--- config.mk ---
export PLATFORM = sky130hd
export DESIGN_NAME = ats_ctrl
export DESIGN_NICKNAME = d
export VERILOG_FILES = /design/src/sv/alias_table_sampler_defines.svh /design/src/sv/ats_pkg.sv /design/src/sv/ats_ctrl.sv
export SDC_FILE = /design/constraint.sdc
export NUM_CORES = 1
export LEC_CHECK = 0
export CELL_PAD_IN_SITES_DETAIL_PLACEMENT = 1
export CELL_PAD_IN_SITES_GLOBAL_PLACEMENT = 1
export CORE_MARGIN = 2
export CORE_UTILIZATION = 37
export CTS_CLUSTER_DIAMETER = 100
export CTS_CLUSTER_SIZE = 25
export DETAILED_ROUTE_END_ITERATION = 8
export DONT_BUFFER_PORTS = 1
export PLACE_DENSITY_LB_ADDON = 0.15
export SYNTH_ARGS = -nofsm -noshare
export SYNTH_HDL_FRONTEND = slang
export SYNTH_SLANG_ARGS = --single-unit
--- constraint.sdc ---
create_clock -name i_clk -period 2 [get_ports i_clk]
set_input_delay 0.2 -clock i_clk [delete_from_list [all_inputs] [get_ports i_clk]]
set_output_delay 0.2 -clock i_clk [all_outputs]
set_load 0.1 [all_outputs]
--- src/sv/alias_table_sampler_defines.svh ---
// assertion macros for the alias table sampler
`ifndef ALIAS_TABLE_SAMPLER_DEFINES_SVH
`define ALIAS_TABLE_SAMPLER_DEFINES_SVH

// same-cycle implication, checked outside reset
`define ATS_ASSERT_NOW(label, ante, cons, msg) \
    label: assert property (@(posedge i_clk) disable iff (!i_rst_n) (ante) |-> (cons)) \
        else $error(msg);

// next-cycle implication, checked outside reset
`define ATS_ASSERT_NEXT(label, ante, cons, msg) \
    label: assert property (@(posedge i_clk) disable iff (!i_rst_n) (ante) |=> (cons)) \
        else $error(msg);

`endif

--- src/sv/ats_pkg.sv ---
`timescale 1ns / 1ps
package ats_pkg;

    localparam int ENTRY_BITS = 8;
    localparam int CNT_BITS   = ENTRY_BITS + 1;
    localparam int FRAC_BITS  = 16;
    localparam int PROB_BITS  = FRAC_BITS + 1;
    localparam int THR_BITS   = FRAC_BITS + 9;
    localparam int PROD_BITS  = THR_BITS + CNT_BITS;

    localparam logic [THR_BITS-1:0] ONE_FIX = THR_BITS'(1) << FRAC_BITS;
    localparam logic [THR_BITS-1:0] THR_MAX = {THR_BITS{1'b1}};

    localparam logic CMD_LOAD   = 1'b0;
    localparam logic CMD_SAMPLE = 1'b1;

    localparam logic KIND_BUILD  = 1'b0;
    localparam logic KIND_SAMPLE = 1'b1;

    localparam logic [1:0] ST_OK        = 2'd0;
    localparam logic [1:0] ST_RANGE     = 2'd1;
    localparam logic [1:0] ST_NOT_BUILT = 2'd2;
    localparam logic [1:0] ST_OVERFLOW  = 2'd3;

    typedef struct packed {
        logic load;
        logic build_init;
        logic emit_ovf;
        logic emit_not_built;
        logic emit_range;
        logic smp_read;
        logic emit_sample;
        logic sc_read;
        logic sc_mul;
        logic sc_write;
        logic pr_qread;
        logic pr_tread;
        logic pr_calc;
        logic pr_write;
        logic finish;
    } t_cmd;

    typedef struct packed {
        logic ovf;
        logic ready;
        logic range_err;
        logic scale_last;
        logic pair_done;
    } t_stat;

endpackage

--- src/sv/ats_ctrl.sv ---
`timescale 1ns / 1ps
module ats_ctrl (
    input  logic           i_clk,
    input  logic           i_rst_n,
    input  logic           start,
    input  logic           i_command,
    input  logic           i_last_probability,
    input  ats_pkg::t_stat i_stat,
    output ats_pkg::t_cmd  o_cmd,
    output logic           busy
);

    typedef enum logic [9:0] {
        S_IDLE   = 10'b00_0000_0001,
        S_SC_RD  = 10'b00_0000_0010,
        S_SC_MUL = 10'b00_0000_0100,
        S_SC_WR  = 10'b00_0000_1000,
        S_PR_QRD = 10'b00_0001_0000,
        S_PR_TRD = 10'b00_0010_0000,
        S_PR_CLC = 10'b00_0100_0000,
        S_PR_WR  = 10'b00_1000_0000,
        S_FINISH = 10'b01_0000_0000,
        S_SMP    = 10'b10_0000_0000
    } t_state;

    t_state r_state, n_state;

    always_ff @(posedge i_clk) begin
        if (!i_rst_n) begin
            r_state <= S_IDLE;
        end else begin
            r_state <= n_state;
        end
    end

    always_comb begin
        n_state = r_state;
        o_cmd   = '0;
        unique case (r_state)
            S_IDLE: begin
                if (start) begin
                    if (i_command == ats_pkg::CMD_LOAD) begin
                        o_cmd.load = 1'b1;
                        if (i_last_probability) begin
                            o_cmd.build_init = 1'b1;
                            n_state = S_SC_RD;
                        end else if (i_stat.ovf) begin
                            o_cmd.emit_ovf = 1'b1;
                        end
                    end else if (!i_stat.ready) begin
                        o_cmd.emit_not_built = 1'b1;
                    end else if (i_stat.range_err) begin
                        o_cmd.emit_range = 1'b1;
                    end else begin
                        o_cmd.smp_read = 1'b1;
                        n_state = S_SMP;
                    end
                end
            end
            S_SC_RD: begin
                o_cmd.sc_read = 1'b1;
                n_state = S_SC_MUL;
            end
            S_SC_MUL: begin
                o_cmd.sc_mul = 1'b1;
                n_state = S_SC_WR;
            end
            S_SC_WR: begin
                o_cmd.sc_write = 1'b1;
                n_state = i_stat.scale_last ? S_PR_QRD : S_SC_RD;
            end
            S_PR_QRD: begin
                if (i_stat.pair_done) begin
                    n_state = S_FINISH;
                end else begin
                    o_cmd.pr_qread = 1'b1;
                    n_state = S_PR_TRD;
                end
            end
            S_PR_TRD: begin
                o_cmd.pr_tread = 1'b1;
                n_state = S_PR_CLC;
            end
            S_PR_CLC: begin
                o_cmd.pr_calc = 1'b1;
                n_state = S_PR_WR;
            end
            S_PR_WR: begin
                o_cmd.pr_write = 1'b1;
                n_state = S_PR_QRD;
            end
            S_FINISH: begin
                o_cmd.finish = 1'b1;
                n_state = S_IDLE;
            end
            S_SMP: begin
                o_cmd.emit_sample = 1'b1;
                n_state = S_IDLE;
            end
            default: begin
                n_state = S_IDLE;
            end
        endcase
    end

    assign busy = (r_state != S_IDLE);

endmodule

==> metrics, run 1 <==
Synth top area share between 30% and 40%; Post-Syn Area 629 um^2; Final GP Congestion 0.885; Die Ht approximately 45 um; H-tree lvl count 1; total CTS buffers 3; Synth area leaders dfxtp_1 32%, nor2_1 6.0%, nor3_1 4.8%; FP Rows 14; top cell type by total area after synthesis dfxtp_1; Root Driver clkbuf_4; Synth Warn # 0; Place WS -0.0969 ns; count of clock tree sinks 10; initial core utilization 40.4%; Halt Stage 4_1_cts; Syn Area/Cell 8.50 um^2; Synthesized Nets 84; die width 45.2 um; hold buffers post-CTS 1; post-cts gate resize count 20; io pins 26; hpwl dp 1.89 mm; outcome stopped before the end; first error [ERROR DPL-0033] detailed placement checks failed during check placement.; Clock Tree Buf Depth 2; IO buf count 0; register bit total from synthesis 10; setup bufs post-CTS 10; post-synth cell types 37; Post-Synthesis Cells 74; register area share after synthesis 31.8%
cell usage after synthesis:
| master | count |
|---|---|
| or4b_2 | 1 |
| and4b_1 | 1 |
| o21ai_4 | 1 |
| nand4_1 | 1 |
| dfxtp_1 | 10 |
| nor3b_1 | 2 |
| nand2b_1 | 2 |
| or4_4 | 2 |
| o21ai_0 | 1 |
| or2b_2 | 1 |
| and3_2 | 1 |
| nor3_2 | 1 |
| nor3b_2 | 1 |
| a211o_1 | 1 |
| inv_2 | 1 |
| nand3b_1 | 2 |
| nand3_1 | 1 |
| inv_1 | 4 |
| and2_1 | 1 |
| o2111ai_1 | 1 |
| nand4b_1 | 1 |
| and3b_1 | 2 |
| xor2_1 | 1 |
| or2_1 | 1 |
| a31o_2 | 2 |
| and3_1 | 1 |
| nand2_1 | 3 |
| nor2_1 | 10 |
| and4b_2 | 1 |
| or2_2 | 2 |
| a21oi_2 | 1 |
| o211a_1 | 1 |
| nor4_1 | 2 |
| a21boi_0 | 1 |
| a41oi_1 | 1 |
| buf_4 | 2 |
| nor3_1 | 6 |
logic make-up after synthesis:
logic type | count (synthesis) | synth area share [%]
and+or+nand+nor | 46 | 46.9
xor gates and xnor gates | 1 | 1.39
AOI/OAI and AO/OA | 10 | 14.5
DFF | 10 | 31.8
buffers and inverters | 7 | 5.37
through the flow:
step / cells / area [um^2] / setup TNS (ns) / util, %
floorplan: 74 / 721 / -3.14 / -
global placement: 120 / 1130 / -0.0418 / 72.6
detailed placement: 120 / 1130 / -0.258 / 72.6
==> run 2, diff against run 1 <==
Settings changed: CELL_PAD_IN_SITES_DETAIL_PLACEMENT 1 to unset, CELL_PAD_IN_SITES_GLOBAL_PLACEMENT 1 to unset, CORE_AREA set to 2 2 63 65, CORE_MARGIN 2 to unset, CORE_UTILIZATION 37 to unset, CTS_CLUSTER_DIAMETER 100 to unset, CTS_CLUSTER_SIZE 25 to unset, DIE_AREA set to 0 0 65 67.
Clock period 2 ns to 2.6 ns, I/O delays scaled along.
==> run 2 against run 1 <==
Net effect: the run now ends clean; area after synthesis did not move; synthesized cell count did not move.
==> metrics, run 2 <==
io pins 26; register area share after synthesis 31.8%; Worst Setup End Kind primary output; r2r startpoint r_state[9]; Total Power 615 uW; crit path cell chain or4_4 -> nor3_4 -> bufinv_16 -> nor3b_4 -> and3b_4 -> buf_12; outcome complete, no violations; IO buf count 0; Nets between 100 and 150; CP delay by family, top simple AND/OR/NAND/NOR gates; Clock Tree Buf Depth 2; Worst Skew 0.00405 ns; post-synth cell types 37; commonest non-fill, non-tap cells in the layout 12 x buf_4, 7 x dfxtp_1, 6 x nor3_1; commonest cells in the netlist 10 x dfxtp_1, 10 x nor2_1, 6 x nor3_1; # diodes 0; power density over cell area roughly 650 mW/mm^2; crit path from r_state[9]; Place WS about 0.29 ns; worst relative slew slack 65.3%; FP Rows 22; HP Start i_stat[0]; # setup viols final 0; share of cells above drive strength 1 48.9%; Avg Vias per Cell 4.41; gr usage total 8.33%; vias in the first global route 570; clk slew on worst S/H paths 0.05 ns; hpwl dp 1.36 mm; Setup WS post-layout 0.0786 ns; Synth area leaders dfxtp_1 32%, nor2_1 6.0%, nor3_1 4.8%; Most used DFF post-synth dfxtp_1; largest net degree at the start of global routing 10; Static Leak 0.399 nW; worst-margin pin slew 0.521 ns; total CTS buffers 3; Syn Area/Cell about 8.5 um^2; Area Growth Syn to Fin 49.7%; Critical Path AT about 2.3 ns; buffers plus inverters on the worst setup path 2; largest stage delay on the critical path 0.56 ns; Regs by FF count r_state x10; clk_lat worst skew 0.23 ns; die width 65 um; Congestion Overflow GR 0; Synthesized Nets 84; hold buffers post-CTS 0; Most flops, register r_state; Max FO, Critical Path 4; Post-synth EDFFs 0; Final GP Congestion 0.785; Core Region approximately 0.0036 mm^2; drt drc 0; period utilization roughly 97%; max reg flops 10; Antenna Nets Post-Route 0; register bit total from synthesis 10; drt total wl 1.70 mm; post-layout util 26.1%; H-tree lvl count 1; top cell type by total area after synthesis dfxtp_1; Post-Syn Area 629 um^2; Critical Path RT 2.34 ns; Hold Vio Cnt, Final 0; most common cell after layout, fill and taps aside buf_4; Max VDD drop 0.000237 V; Root Driver clkbuf_8; initial core utilization approximately 17%; Avg WL per Cell 12.3 um; min Tclk post-route around 2.5 ns; drt initial violations 7; post-synthesis async set-or-reset flop share 0%; slowest stage cell, crit path or4_4; die area 0.00436 mm^2; Synth Warn # 0; Crit Path Category flop to primary output; hold slack 0.110 ns; initial antenna violation count 0; CTS tree yes; routed via count 608; first-pass detailed-route iteration total 4; Max Slew Vio Count 0; count of clock tree sinks 10; global-route wire length before repair 2.68 mm; Die Ht 67 um; setup tns final 0 ns; Post-Synthesis Cells 74; worst min-delay path category input pin to flop; f_max 397 MHz; Synth top area share 31.8%; crit start category flop; max_cap viols 0
run 2: routing by layer:
metal  vias to the layer above  global-route usage [%]  part of all wire, %  wire (um)
met4                         0                    2.39                 0.70         12
met2                        28                    13.1                   45        768
met1                       274                    10.2                   43        737
li1                        304                       -                    -          -
met3                         2                    3.72                   11        185
met5                         -                       0                    0          0
run 2: what timing repair did:
item | 4_1_cts | 5_1_grt
buffers inserted | 0 | 1
gates resized for setup | 0 | 3
endpoints found under the setup margin | 0 | 2
run 2: logic make-up after synthesis:
group	share of synthesized area, %
simple gates	46.9
compound gates	14.5
flops	31.8
buf+inv	5.37
xor+xnor	1.39
run 2: area by class of cell:
| cell class | count | area (um^2) |
|---|---|---|
| Timing Repair Buffer | 15 | 150 |
| Multi-Input combinational cell | 57 | 442 |
| Fill cell | 389 | 2660 |
| Clock buffer | 3 | 41.3 |
| Inverter | 5 | 45.0 |
| Tap cell | 48 | 60.1 |
| Sequential cell | 10 | 204 |
run 2: path summary, 6_finish.rpt:
path,endpoint,slack (ns),depth (start not counted)
min reg2reg,r_state[4],0.55,2
max,o_cmd[12],0.08,6
min,r_state[5],0.11,1
max reg2reg,r_state[5],0.65,5
run 2: metrics by stage:
| stage | std cells | area (um^2) |
|---|---|---|
| floorplan | 74 | 688 |
| global placement | 134 | 878 |
| detailed placement | 134 | 878 |
| CTS | 137 | 920 |
| global route | 138 | 942 |
| finish | 138 | 942 |
run 2: worst reg2reg max path, delay by kind of cell, from the launching register on:
kind	cells	cell delay [ns]
and+or+nand+nor	3	0.91
buffers and inverters	1	0.25
DFF	1	0.33
AOI/OAI and AO/OA	1	0.33
run 2: power by group:
group / leakage (nW) / internal [mW] / switching (mW) / total, mW
clock network: 0.0216 / 0.101 / 0.0579 / 0.159
registers: 0.0825 / 0.161 / 0.00790 / 0.169
logic: 0.295 / 0.112 / 0.175 / 0.287
Note: power is estimated with default switching activity, not from simulation.
==> run 3, diff against run 2 <==
Settings changed: MAX_ROUTING_LAYER set to met4.
==> run 3 against run 2 <==
Net effect: maximum frequency about the same; sequential cell count unchanged; non-clock buffer count unchanged; clock power about the same; sequential share of layout area unchanged; global-route usage up 0.22 points; via count unchanged; sequential power about the same; total power about the same; design area unchanged; register-to-register slack about the same; combinational power about the same; largest cell class unchanged; largest power group unchanged.
==> metrics, run 3 (synthesized netlist as in run 2, its figures left out) <==
Static Leak 0.399 nW; # diodes 0; Place WS 0.288 ns; gr usage total under 10%; Avg WL per Cell 12.3 um; switch share 39.1%; IO buf count 0; share of power burned in combinational logic 46.7%; outcome complete, no violations; commonest non-fill, non-tap cells in the layout 12 x buf_4, 7 x dfxtp_1, 6 x nor3_1; Critical Path AT around 2.3 ns; Final Instance Area 942 um^2; buffers plus inverters on the worst setup path 2; first-pass detailed-route iteration total 4; largest stage delay on the critical path 0.56 ns; Multi-input gate area 442 um^2; Total Power roughly 620 uW; min Tclk post-route roughly 2.5 ns; die width 65 um; Crit Path Category flop to primary output; Finished Layout Cells 138; hold slack approximately 0.11 ns; io pins 26; crit path cell chain or4_4 -> nor3_4 -> bufinv_16 -> nor3b_4 -> and3b_4 -> buf_12; power density over cell area between 600 and 700 mW/mm^2; # fillers between 300 and 400; H-tree lvl count 1; drt initial violations 7; Worst Skew between 0.004 and 0.005 ns; Congestion Overflow GR 0; worst min-delay path category input pin to flop; Final GP Congestion between 0.7 and 0.8; die area 0.00436 mm^2; total CTS buffers 3; period utilization a little over nine tenths; largest net degree at the start of global routing 10; worst relative slew slack 65.3%; post-layout util 26.1%; setup tns final 0 ns; Nets 102; routed via count ~600; clk slew on worst S/H paths ~0.05 ns; Cell Int Power ~370 uW; vias in the first global route 570; initial core utilization roughly 17%; initial antenna violation count 0; drt drc 0; Regs by FF count r_state x10; Placed Instances 134; most common cell after layout, fill and taps aside buf_4; Reg area 204 um^2; CTS tree yes; global-route wire length before repair 2.68 mm; Antenna Nets Post-Route 0; Worst Setup End Kind primary output; Most flops, register r_state; # setup viols final 0; FP Rows 22; Hold Vio Cnt, Final 0; clock group share of total power 25.8%; Max VDD drop 0.000237 V; max reg flops 10; Max Slew Vio Count 0; CP delay by family, top simple AND/OR/NAND/NOR gates; Avg Vias per Cell around 4.4; Seq pwr share 27.5%; max_cap viols 0; Max FO, Critical Path 4; Root Driver clkbuf_8; f_max 397 MHz; hpwl dp around 1.4 mm; count of clock tree sinks 10; Switch Pwr ~240 uW; worst-margin pin slew 0.521 ns; Area Growth Syn to Fin 49.7%; share of cells above drive strength 1 48.9%; Critical Path RT approximately 2.3 ns; Clock Tree Buf Depth 2; Core Region 0.00361 mm^2; Setup WS post-layout 0.0786 ns; clk_lat worst skew 0.23 ns; slowest stage cell, crit path or4_4; cell area after placement slightly below 900 um^2; crit start category flop; Die Ht 67 um; drt total wl around 1.7 mm
run 3: cell counts in the layout (fill, tap and decap cells not counted):
No cell type changed its count.
run 3: cell type report:
cell class / count / area share (%)
clock buffers: 3 / 4.38
repair buffers: 15 / 15.9
multi-input cells: 57 / 46.9
inverters: 5 / 4.78
well taps: 48 / 6.37
flip-flops and latches: 10 / 21.6
run 3: power by group through the flow:
stage | registers (mW) | clock network [mW] | logic [mW]
6_report | 0.169 | 0.159 | 0.287
5_1_grt | 0.170 | 0.175 | 0.302
4_1_cts | 0.169 | 0.164 | 0.270
3_5_place_dp | 0.172 | 0 | 0.269
3_3_place_gp | 0.171 | 0 | 0.272
2_1_floorplan | 0.170 | 0 | 0.230
run 3: path summary, 6_finish.rpt:
kind	start	end	slack, ns	cells past startpoint
setup reg to reg	r_state[9]	r_state[5]	0.65	5
setup / recovery	r_state[9]	o_cmd[12]	0.08	6
hold reg to reg	r_state[3]	r_state[4]	0.55	2
hold / removal	i_stat[0]	r_state[5]	0.11	1
run 3: timing repair:
item	CTS	global route
setup endpoints to repair	0	2
setup buffers	0	1
endpoints found under the hold margin	0	0
hold buffers	0	0
resized for setup	0	3
run 3: layer usage:
layer  GRT usage [%]  vias to the layer above  wire, um
met2            13.1                       28       768
met4            2.39                        0        12
met3            3.72                        2       185
met1            10.2                      274       737
met5               -                        -         0
li1                -                      304         -
==> run 4, diff against run 3 <==
Settings changed: ABC_AREA set to 1, CELL_PAD_IN_SITES_DETAIL_PLACEMENT set to 1, CELL_PAD_IN_SITES_GLOBAL_PLACEMENT set to 1.
==> run 4 against run 3 <==
Net effect: synthesized cell count grew 50%; total power shrank 15%; count of clock-buffer cells in the layout grew 1; hold slack gained 0.0025 ns; first-iteration DRC count grew to 3.4 times the previous value; maximum frequency grew 18%; die area is the same; utilization shrank 0.21 points; combinational power shrank 43%; wire length grew 14%; critical endpoint is now o_cmd[9]; sequential share of layout area shrank 0.23 points.
==> metrics, run 4 <==
outcome complete, no violations; die width 65 um; worst relative slew slack 77.4%; FP Rows 22; Total Power 525 uW; Static Leak between 0.5 and 0.6 nW; largest net degree at the start of global routing 11; io pins 26; Avg Vias per Cell 4.03; Root Driver clkbuf_8; post-layout util 25.9%; Crit Path Category flop to primary output; crit start category flop; Syn Area/Cell 6.02 um^2; most common cell after layout, fill and taps aside inv_1; Worst Skew 0.00103 ns; top cell type by total area after synthesis dfxtp_1; crit path from r_state[4]; Post-Syn Area 668 um^2; routed via count between 700 and 800; Critical Path RT 2.34 ns; Synthesized Nets around 120; Most flops, register r_state; global-route wire length before repair about 3.3 mm; Clock Tree Buf Depth 2; Multi-input gate area 394 um^2; die area 0.00436 mm^2; share of cells above drive strength 1 between 20 and 30%; gr usage total 10.5%; Critical Path AT roughly 1.9 ns; initial core utilization 18.5%; max_cap viols 0; power density over cell area between 500 and 600 mW/mm^2; worst-margin pin slew 0.338 ns; commonest non-fill, non-tap cells in the layout 28 x inv_1, 18 x nand2_1, 16 x nand3_1, 16 x buf_4, 12 x nor2_1; H-tree lvl count 1; Regs by FF count r_state x10; min Tclk post-route 2.14 ns; CTS tree yes; IO buf count 0; f_max 467 MHz; Synth area leaders dfxtp_1 30%, inv_1 16%, nand3_1 12%; setup bufs post-CTS 0; Die Ht 67 um; Post-Synthesis Cells 111; register bit total from synthesis 10; Nets around 140; post-synthesis async set-or-reset flop share 0%; Place WS 0.716 ns; Reg area 200 um^2; Max FO, Critical Path 6; Final GP Congestion 0.744; # setup viols final 0; # fillers 450; Max VDD drop 0.000128 V; Avg WL per Cell approximately 11 um; max reg flops 10; Core Region roughly 0.0036 mm^2; Synth top area share 30.0%; worst min-delay path category input pin to flop; drt initial violations 24; count of clock tree sinks 10; Max Slew Vio Count 0; # diodes 0; Antenna Nets Post-Route 0; r2r startpoint r_state[6]; setup slack, reg-to-reg 1.00 ns; Worst Setup End Kind primary output; Most used DFF post-synth dfxtp_1; Area Growth Syn to Fin 39.9%; Hold Vio Cnt, Final 0; post-cts gate resize count 0; most frequent cell after synthesis inv_1; RSZ-0062 raised after global routing no; register area share after synthesis 30.0%; Setup WS post-layout between 0.4 and 0.5 ns; drt drc 0; initial antenna violation count 0; hold buffers post-CTS 0; Synth Warn # 0; Post-synth EDFFs 0; setup tns final 0 ns; total CTS buffers 3; period utilization 82.3%; drt total wl 1.95 mm; Congestion Overflow GR 0; clk slew on worst S/H paths 0.05 ns; commonest cells in the netlist 28 x inv_1, 18 x nand2_1, 17 x nor2_1; hpwl dp 1.66 mm; first-pass detailed-route iteration total 3; clk_lat worst skew 0.24 ns; post-synth cell types 15; HP Start i_rst_n; vias in the first global route 765
## run 4: cell count changes after synthesis, moves of 3 or more
cell / previous run / this run
nand2_1: 3 / 18
inv_1: 4 / 28
nor3_1: 6 / 2
nor2_2: 0 / 3
nand2_2: 0 / 4
nor2_1: 10 / 17
nand3_1: 1 / 16
## run 4: final timing paths
kind / to / depth (start not counted)
worst min-delay path: r_state[0] / 1
worst max register to register: r_state[4] / 10
worst max-delay path: o_cmd[9] / 7
worst min register to register: r_state[6] / 4
## run 4: worst max-delay path: stages (launching register included)
cell and delay, ns:
dfxtp_1 0.33, nor2_2 0.17, nand2_2 0.10, nor2_4 0.18, nand2_2 0.11, buf_4 0.26
nor4_4 0.16, buf_4 0.33
## run 4: area by class of cell
class                           instances  share of cell area [%]
Multi-Input combinational cell         70                    42.2
Sequential cell                        10                    21.4
Inverter                               28                    11.2
Clock buffer                            4                    5.89
Timing Repair Buffer                   16                    12.9
Tap cell                               48                    6.43
## run 4: cells by family after synthesis
kind of cell / after synthesis / share of synthesized area, %
buffers and inverters: 31 / 19.1
and+or+nand+nor: 68 / 49.3
DFF: 10 / 30.0
AOI/OAI and AO/OA: 2 / 1.69
## run 4: through the flow
stage	instance area (um^2)	instances	hold WS (ns)
after floorplan	691	111	0.438
after global placement	880	172	0.348
after detailed placement	880	172	0.354
after CTS	935	176	0.106
after global routing	935	176	0.101
final	935	176	0.112
## run 4: where the power goes
part           switching (mW)  internal, mW
combinational           0.128        0.0372
clock                  0.0653         0.133
sequential            0.00309         0.158
## run 4: layer usage
metal / routed length, um / vias to the layer above / global-route usage [%]
li1: - / 368 / -
met1: 901 / 327 / 11.7
met2: 965 / 11 / 18.3
met3: 67 / 3 / 2.87
met4: 15 / 0 / 3.19
met5: 0 / - / -
